[src/rtl/vmd_pkg.sv]
package vmd_pkg;

  localparam logic [15:0] MAGIC_WORD = 16'h464E;

  localparam logic [31:0] MAX_LEN_RST   = 32'd8388608;
  localparam logic [7:0]  VIDEO_TYPE_RST = 8'h10;
  localparam logic [7:0]  SKIP_RST       = 8'd12;

  localparam int unsigned CFG_IDX_W  = 2;
  localparam int unsigned CFG_DATA_W = 32;

  typedef enum logic [CFG_IDX_W-1:0] {
    REG_MAX_LEN    = 2'd0,
    REG_VIDEO_TYPE = 2'd1,
    REG_SKIP       = 2'd2
  } reg_idx_t;

  typedef enum logic [1:0] {
    KIND_VIDEO     = 2'd0,
    KIND_BAD_MAGIC = 2'd1,
    KIND_TOO_LONG  = 2'd2,
    KIND_TOO_SHORT = 2'd3
  } kind_t;

  typedef enum logic {
    PH_HEADER  = 1'b0,
    PH_PAYLOAD = 1'b1
  } phase_t;

  typedef struct packed {
    kind_t      kind;
    logic [7:0] data;
    logic       key;
    logic       last;
  } res_t;

endpackage

[src/rtl/video_message_deframer.sv]
// channel  | direction | handshake             | payload
// in       | input     | in_valid / in_stall   | in_byte
// out      | output    | out_valid / out_stall | out_kind, out_byte, out_is_keyframe,
//          |           |                       | out_frame_last
// cfg      | input     | cfg_wr_en             | cfg_index, cfg_data
//
// One word per clock while in_stall is low: a word is decoded in the cycle it is
// taken; its result (if any) lands in the output or skid register on the same edge.
// A result waiting on out_stall does not stop the input; a second result goes to a
// one-entry skid register, and in_stall is high only while that skid entry is full.
// Synchronous active-low reset; control and config registers return to defaults.
// After an error result the block drops all further words until reset.
module video_message_deframer (
  input  logic                              clk,
  input  logic                              rst_n,
  input  logic                              in_valid,
  output logic                              in_stall,
  input  logic [7:0]                        in_byte,
  output logic                              out_valid,
  input  logic                              out_stall,
  output logic [1:0]                        out_kind,
  output logic [7:0]                        out_byte,
  output logic                              out_is_keyframe,
  output logic                              out_frame_last,
  input  logic                              cfg_wr_en,
  input  logic [vmd_pkg::CFG_IDX_W-1:0]     cfg_index,
  input  logic [vmd_pkg::CFG_DATA_W-1:0]    cfg_data
);

  logic [31:0]      max_len_r;
  logic [7:0]       video_type_r;
  logic [7:0]       skip_cfg_r;

  vmd_pkg::phase_t  phase_r, phase_nxt;
  logic [2:0]       hdr_cnt_r, hdr_cnt_nxt;
  logic [55:0]      hdr_sh_r, hdr_sh_nxt;
  logic [31:0]      bytes_left_r, bytes_left_nxt;
  logic [7:0]       skip_left_r, skip_left_nxt;
  logic             is_video_r, is_video_nxt;
  logic             key_r, key_nxt;
  logic             failed_r, failed_nxt;

  logic             in_acc;
  logic             out_acc;
  logic             res_v;
  vmd_pkg::res_t    res;

  logic             out_v_r, out_v_nxt;
  vmd_pkg::res_t    out_r, out_nxt;
  logic             skid_v_r, skid_v_nxt;
  vmd_pkg::res_t    skid_r, skid_nxt;

  logic [63:0]      hdr_word;
  logic [15:0]      hdr_magic;
  logic [7:0]       hdr_type;
  logic [7:0]       hdr_flags;
  logic [31:0]      hdr_len;
  logic             hdr_video;

  assign in_stall = skid_v_r;
  assign in_acc   = in_valid && !skid_v_r;
  assign out_acc  = out_v_r && !out_stall;

  assign hdr_word  = {hdr_sh_r, in_byte};
  assign hdr_magic = hdr_word[63:48];
  assign hdr_type  = hdr_word[47:40];
  assign hdr_flags = hdr_word[39:32];
  assign hdr_len   = hdr_word[31:0];
  assign hdr_video = (hdr_type == video_type_r);

  always_ff @(posedge clk) begin
    if (!rst_n) begin
      max_len_r    <= vmd_pkg::MAX_LEN_RST;
      video_type_r <= vmd_pkg::VIDEO_TYPE_RST;
      skip_cfg_r   <= vmd_pkg::SKIP_RST;
    end else if (cfg_wr_en) begin
      case (cfg_index)
        vmd_pkg::REG_MAX_LEN:    max_len_r    <= cfg_data;
        vmd_pkg::REG_VIDEO_TYPE: video_type_r <= cfg_data[7:0];
        vmd_pkg::REG_SKIP:       skip_cfg_r   <= cfg_data[7:0];
        default: ;
      endcase
    end
  end

  always_comb begin
    phase_nxt      = phase_r;
    hdr_cnt_nxt    = hdr_cnt_r;
    hdr_sh_nxt     = hdr_sh_r;
    bytes_left_nxt = bytes_left_r;
    skip_left_nxt  = skip_left_r;
    is_video_nxt   = is_video_r;
    key_nxt        = key_r;
    failed_nxt     = failed_r;
    res_v          = 1'b0;
    res            = '{kind: vmd_pkg::KIND_VIDEO, data: 8'd0, key: 1'b0, last: 1'b0};

    if (in_acc && !failed_r) begin
      case (phase_r)
        vmd_pkg::PH_HEADER: begin
          hdr_cnt_nxt = hdr_cnt_r + 3'd1;
          hdr_sh_nxt  = hdr_word[55:0];
          if (hdr_cnt_r == 3'd7) begin
            if (hdr_magic != vmd_pkg::MAGIC_WORD) begin
              failed_nxt = 1'b1;
              res_v      = 1'b1;
              res.kind   = vmd_pkg::KIND_BAD_MAGIC;
            end else if (hdr_len > max_len_r) begin
              failed_nxt = 1'b1;
              res_v      = 1'b1;
              res.kind   = vmd_pkg::KIND_TOO_LONG;
            end else begin
              is_video_nxt = hdr_video;
              key_nxt      = hdr_flags[0];
              if (hdr_video && (hdr_len <= {24'd0, skip_cfg_r})) begin
                failed_nxt = 1'b1;
                res_v      = 1'b1;
                res.kind   = vmd_pkg::KIND_TOO_SHORT;
              end else begin
                bytes_left_nxt = hdr_len;
                skip_left_nxt  = hdr_video ? skip_cfg_r : 8'd0;
                if (hdr_len != 32'd0) begin
                  phase_nxt = vmd_pkg::PH_PAYLOAD;
                end
              end
            end
          end
        end
        vmd_pkg::PH_PAYLOAD: begin
          if (bytes_left_r <= 32'd1) begin
            bytes_left_nxt = 32'd0;
            phase_nxt      = vmd_pkg::PH_HEADER;
          end else begin
            bytes_left_nxt = bytes_left_r - 32'd1;
          end
          if (is_video_r) begin
            if (skip_left_r != 8'd0) begin
              skip_left_nxt = skip_left_r - 8'd1;
            end else begin
              res_v    = 1'b1;
              res.data = in_byte;
              res.key  = key_r;
              res.last = (bytes_left_r == 32'd1);
            end
          end
        end
        default: ;
      endcase
    end
  end

  // output register with one skid entry behind it
  always_comb begin
    out_v_nxt  = out_v_r;
    out_nxt    = out_r;
    skid_v_nxt = skid_v_r;
    skid_nxt   = skid_r;
    if (!out_v_r || out_acc) begin
      if (skid_v_r) begin
        out_nxt    = skid_r;
        out_v_nxt  = 1'b1;
        skid_v_nxt = 1'b0;
      end else begin
        out_nxt   = res;
        out_v_nxt = res_v;
      end
    end else if (res_v) begin
      skid_nxt   = res;
      skid_v_nxt = 1'b1;
    end
  end

  always_ff @(posedge clk) begin
    if (!rst_n) begin
      phase_r      <= vmd_pkg::PH_HEADER;
      hdr_cnt_r    <= 3'd0;
      hdr_sh_r     <= 56'd0;
      bytes_left_r <= 32'd0;
      skip_left_r  <= 8'd0;
      is_video_r   <= 1'b0;
      key_r        <= 1'b0;
      failed_r     <= 1'b0;
      out_v_r      <= 1'b0;
      skid_v_r     <= 1'b0;
    end else begin
      phase_r      <= phase_nxt;
      hdr_cnt_r    <= hdr_cnt_nxt;
      hdr_sh_r     <= hdr_sh_nxt;
      bytes_left_r <= bytes_left_nxt;
      skip_left_r  <= skip_left_nxt;
      is_video_r   <= is_video_nxt;
      key_r        <= key_nxt;
      failed_r     <= failed_nxt;
      out_v_r      <= out_v_nxt;
      skid_v_r     <= skid_v_nxt;
    end
  end

  always_ff @(posedge clk) begin
    out_r  <= out_nxt;
    skid_r <= skid_nxt;
  end

  assign out_valid       = out_v_r;
  assign out_kind        = out_r.kind;
  assign out_byte        = out_r.data;
  assign out_is_keyframe = out_r.key;
  assign out_frame_last  = out_r.last;

  a_skid_behind_out: assert property (@(posedge clk) disable iff (!rst_n)
    skid_v_r |-> out_v_r)
    else $error("skid entry full while output register empty");

  a_payload_has_bytes: assert property (@(posedge clk) disable iff (!rst_n)
    (phase_r == vmd_pkg::PH_PAYLOAD) |-> (bytes_left_r != 32'd0))
    else $error("payload phase with no bytes left");

  a_fail_sticks: assert property (@(posedge clk) disable iff (!rst_n)
    failed_r |=> (failed_r && (phase_r == vmd_pkg::PH_HEADER)))
    else $error("failure state cleared without reset");

  a_error_sets_fail: assert property (@(posedge clk) disable iff (!rst_n)
    (res_v && (res.kind != vmd_pkg::KIND_VIDEO)) |=> failed_r)
    else $error("error word without entering failure state");

endmodule

[config.mk]
export PLATFORM = sky130hd
export DESIGN_NAME = video_message_deframer
export DESIGN_NICKNAME = d
export VERILOG_FILES = /design/src/rtl/vmd_pkg.sv /design/src/rtl/video_message_deframer.sv
export SDC_FILE = /design/constraint.sdc
export NUM_CORES = 1
export LEC_CHECK = 0
export ABC_AREA = 1
export BUFFER_PORTS_ARGS = -buffer_cell sky130_fd_sc_hd__buf_2
export CAP_MARGIN = 20
export CORE_MARGIN = 2
export CORE_UTILIZATION = 40
export CTS_CLUSTER_SIZE = 30
export DETAILED_ROUTE_END_ITERATION = 10
export GPL_ROUTABILITY_DRIVEN = 0
export PLACE_DENSITY_LB_ADDON = 0.12
export SKIP_CTS_REPAIR_TIMING = 1
export SLEW_MARGIN = 25
export SYNTH_ARGS = -nofsm -noshare
export SYNTH_HDL_FRONTEND = slang
export SYNTH_SLANG_ARGS = --single-unit
[constraint.sdc]
create_clock -name clk -period 3.75 [get_ports clk]
set_input_delay 0.75 -clock clk [delete_from_list [all_inputs] [get_ports clk]]
set_output_delay 0.75 -clock clk [all_outputs]
set_load 0.02 [all_outputs]
==> flow_summary.json <==
{
  "status": "completed",
  "grt_use_total_pct": 20.9,
  "yosys_warnings": 0,
  "relSlewSlack_pct": 34.6,
  "netlist.area_leader.share_pct": 34.0,
  "n_fill_cell": 2259,
  "start_kind": "flop",
  "synthArstFlopShare_pct": 0,
  "synthTopCellsByArea": "dfxtp_1 34%, nand2_1 9.4%, edfxtp_1 8.0%",
  "worstPathMaxFanout": 64,
  "syn_inst": 1248,
  "clock_sinks": 177,
  "yosysTopAreaCell": "dfxtp_1",
  "max_slew.worst_pin.slew_ns": 0.976,
  "ant_nets": 0,
  "globalRouteMet3Util_pct": 3.24,
  "r2r_end": "bytes_left_r[3]",
  "cp_data_arrival_time_ns": 3.24,
  "num_vias": 7858,
  "insertedDiodeCount": 0,
  "design.core.area_um2": 22000,
  "finalHoldViolCount": 0,
  "rr_startpoint": "hdr_sh_r[19]",
  "syn_area_um2": 9000,
  "cts_buffers": 17,
  "clkLatencyLatePin_ns": 0.44,
  "die_area_um2": 23700,
  "layout-area-overhead-vs-synth_pct": 11.9,
  "r2r_setup_slack_ns": 0.83,
  "nets": 1371,
  "clock_skew_ns": 0.0150,
  "synth_ff_type": "dfxtp_1",
  "timing.final.crit_period_ns": 2.92,
  "grt.met2_usage_pct": 31.0,
  "grt_pass1_wl_um": 39100,
  "drive_above_1_share_pct": 10.3,
  "port-buffer-count": 60,
  "ys_seq_area_share_pct": 42.0,
  "syn_area_per_cell_um2": 7.22,
  "power_density_nw_per_um2": 473,
  "max_cap_violations": 0,
  "cp-end-kind": "flop",
  "p_leak_nw": 4.62,
  "first_pass_iters": 5,
  "rows": 54,
  "clock.fmax_ghz": 0.342,
  "synth_seq_cells": 177,
  "crit_type": "flop to flop",
  "min_path_cells": 2,
  "cts_tree": "done",
  "fin_crit_sh_pct": 77.9,
  "grt_max_degree": 102,
  "finalSetupTns_ns": 0,
  "hpwl_um": 17400,
  "synth_nets": 1340,
  "worstHoldStart": "hdr_sh_r[55]",
  "cts-root-buf": "clkbuf_16",
  "synthMostInstantiatedCell": "nand2_1",
  "critPathMaxStageDelay_ns": 0.72,
  "cts_buffer_depth": 2,
  "die_x_um": 154,
  "synth_top_cells_by_count": "226 x nand2_1, 162 x inv_1, 155 x nor2_1",
  "overflow": 0,
  "antenna_found_initial": 0,
  "via_per_inst": 5.00,
  "multi_input_area_um2": 4330,
  "drc_errors": 0,
  "htree_levels": 4,
  "path_delay_family": "simple AND/OR/NAND/NOR gates",
  "wl_per_cell_um": 15.3,
  "holdCritPathClass": "flop to flop",
  "start_util_pct": 41.0,
  "cp_common_cell": "nand2_1",
  "seq_area_um2": 3780,
  "crit_buf_inv": 0,
  "rsz0062_at_grt": "no",
  "slowest_stage": "nand4_4",
  "reg2reg_depth": 11,
  "setup_violations": 0,
  "post-route-util_pct": 45.9,
  "worst_ir_drop_vdd_mv": 0.229,
  "busiest_layer": "met1",
  "hold_end": "hdr_sh_r[55]",
  "final_max_slew_viol_count": 0,
  "grt_pass1_vias": 7118,
  "ys_types": 41,
  "path_clk_slew_ns": 0.08,
  "die_y_um": 154,
  "crit_path_cell_trace": "ha_1 > a21oi_1 > o21ai_1 > nand2_1 > nand2_1 > a21oi_1 > nand2_1 > nand3_2 > nand4_4 > nor2_1 > nor2_1",
  "grt_use_met1_pct": 32.0,
  "crit_required_ns": 4.07,
  "drt_iter0_drc": 627,
  "wirelength_um": 24100,
  "synth-edff-count": 24,
  "ioPinCount": 61
}
==> flip-flops by register name (all words and copies together) (netlist names) <==
signal	cells
bytes_left_r	32
failed_r	1
hdr_cnt_r	3
hdr_sh_r	56
in_stall	1
is_video_r	1
key_r	1
max_len_r	32
out_byte	8
out_frame_last	1
out_is_keyframe	1
out_kind	2
out_valid	1
phase_r	1
skid_r	12
skip_cfg_r	8
skip_left_r	8
video_type_r	8
==> cells in the final DEF, fill, tap and decap left out, types with 9 or more instances in the layout <==
cell       count
clkbuf_16     17
buf_4         10
buf_2         59
nor2_1       155
o21ai_0      116
inv_1        161
o22ai_1       28
edfxtp_1      24
nor3_1         9
a21oi_1      129
inv_2          9
nand2_1      225
nand3_1       47
ha_1          45
dfxtp_1      153
xor2_1        19
nand4_1       21
==> worst register-to-register path: cells and delay by family, from the launching register on <==
family	cells	cell delay, ns
simple gates	7	1.53
compound gates	3	0.49
flops	1	0.47
fa+ha+maj	1	0.32
==> logic make-up (layout without fill, tap and decap cells) <==
| family | count (synthesis) | after routing | synth area share [%] |
|---|---|---|---|
| and+or+nand+nor | 484 | 484 | 22.8 |
| AOI/OAI and AO/OA | 292 | 292 | 17.1 |
| buffers and inverters | 230 | 274 | 9.88 |
| DFF | 177 | 177 | 42.0 |
| adders and majority gates | 45 | 45 | 6.25 |
| xor gates and xnor gates | 20 | 20 | 1.95 |
==> stage by stage <==
step	total power (W)	hold slack, ns	area [um^2]	worst slack [ns]	instances
finish	0.00477	0.457	10100	0.829	1572
global route	0.00505	0.486	10100	0.512	1572
CTS	0.00481	0.461	10100	0.755	1572
detailed placement	0.00306	0.450	9500	0.475	1540
global placement	0.00306	0.441	9500	0.589	1540
floorplan	0.00282	0.429	9000	0.949	1248
==> layer usage <==
layer | vias to the layer above | part of all wire, %
met2 | 145 | 43
met3 | 15 | 3.4
li1 | 4137 | -
met4 | 0 | 0.71
met1 | 3561 | 53
met5 | - | 0
==> how the worst max path moves through the flow <==
stage	endpoint	start	cells past startpoint	slack, ns
after floorplan	skid_r[0]	in_byte[7]	13	0.95
after detailed placement	bytes_left_r[3]	in_byte[0]	18	0.48
after global routing	bytes_left_r[19]	hdr_sh_r[17]	11	0.51
after global placement	bytes_left_r[30]	in_byte[0]	18	0.59
final	bytes_left_r[3]	hdr_sh_r[19]	11	0.83
after CTS	bytes_left_r[3]	hdr_sh_r[19]	11	0.75
==> report_power, final <==
group,switching (W),internal [W]
sequential,0.0000777,0.00201
clock,0.000860,0.000883
combinational,0.000610,0.000325
total,0.00155,0.00322
==> cell type report <==
cell class	instances	share of cell area, %
Timing Repair Buffer	70	3.88
Clock buffer	17	4.22
Clock inverter	15	1.43
Multi-Input combinational cell	841	43.0
Inverter	172	6.41
Sequential cell	177	37.6
Tap cell	280	3.48
Power figures use the tool's default switching activity.
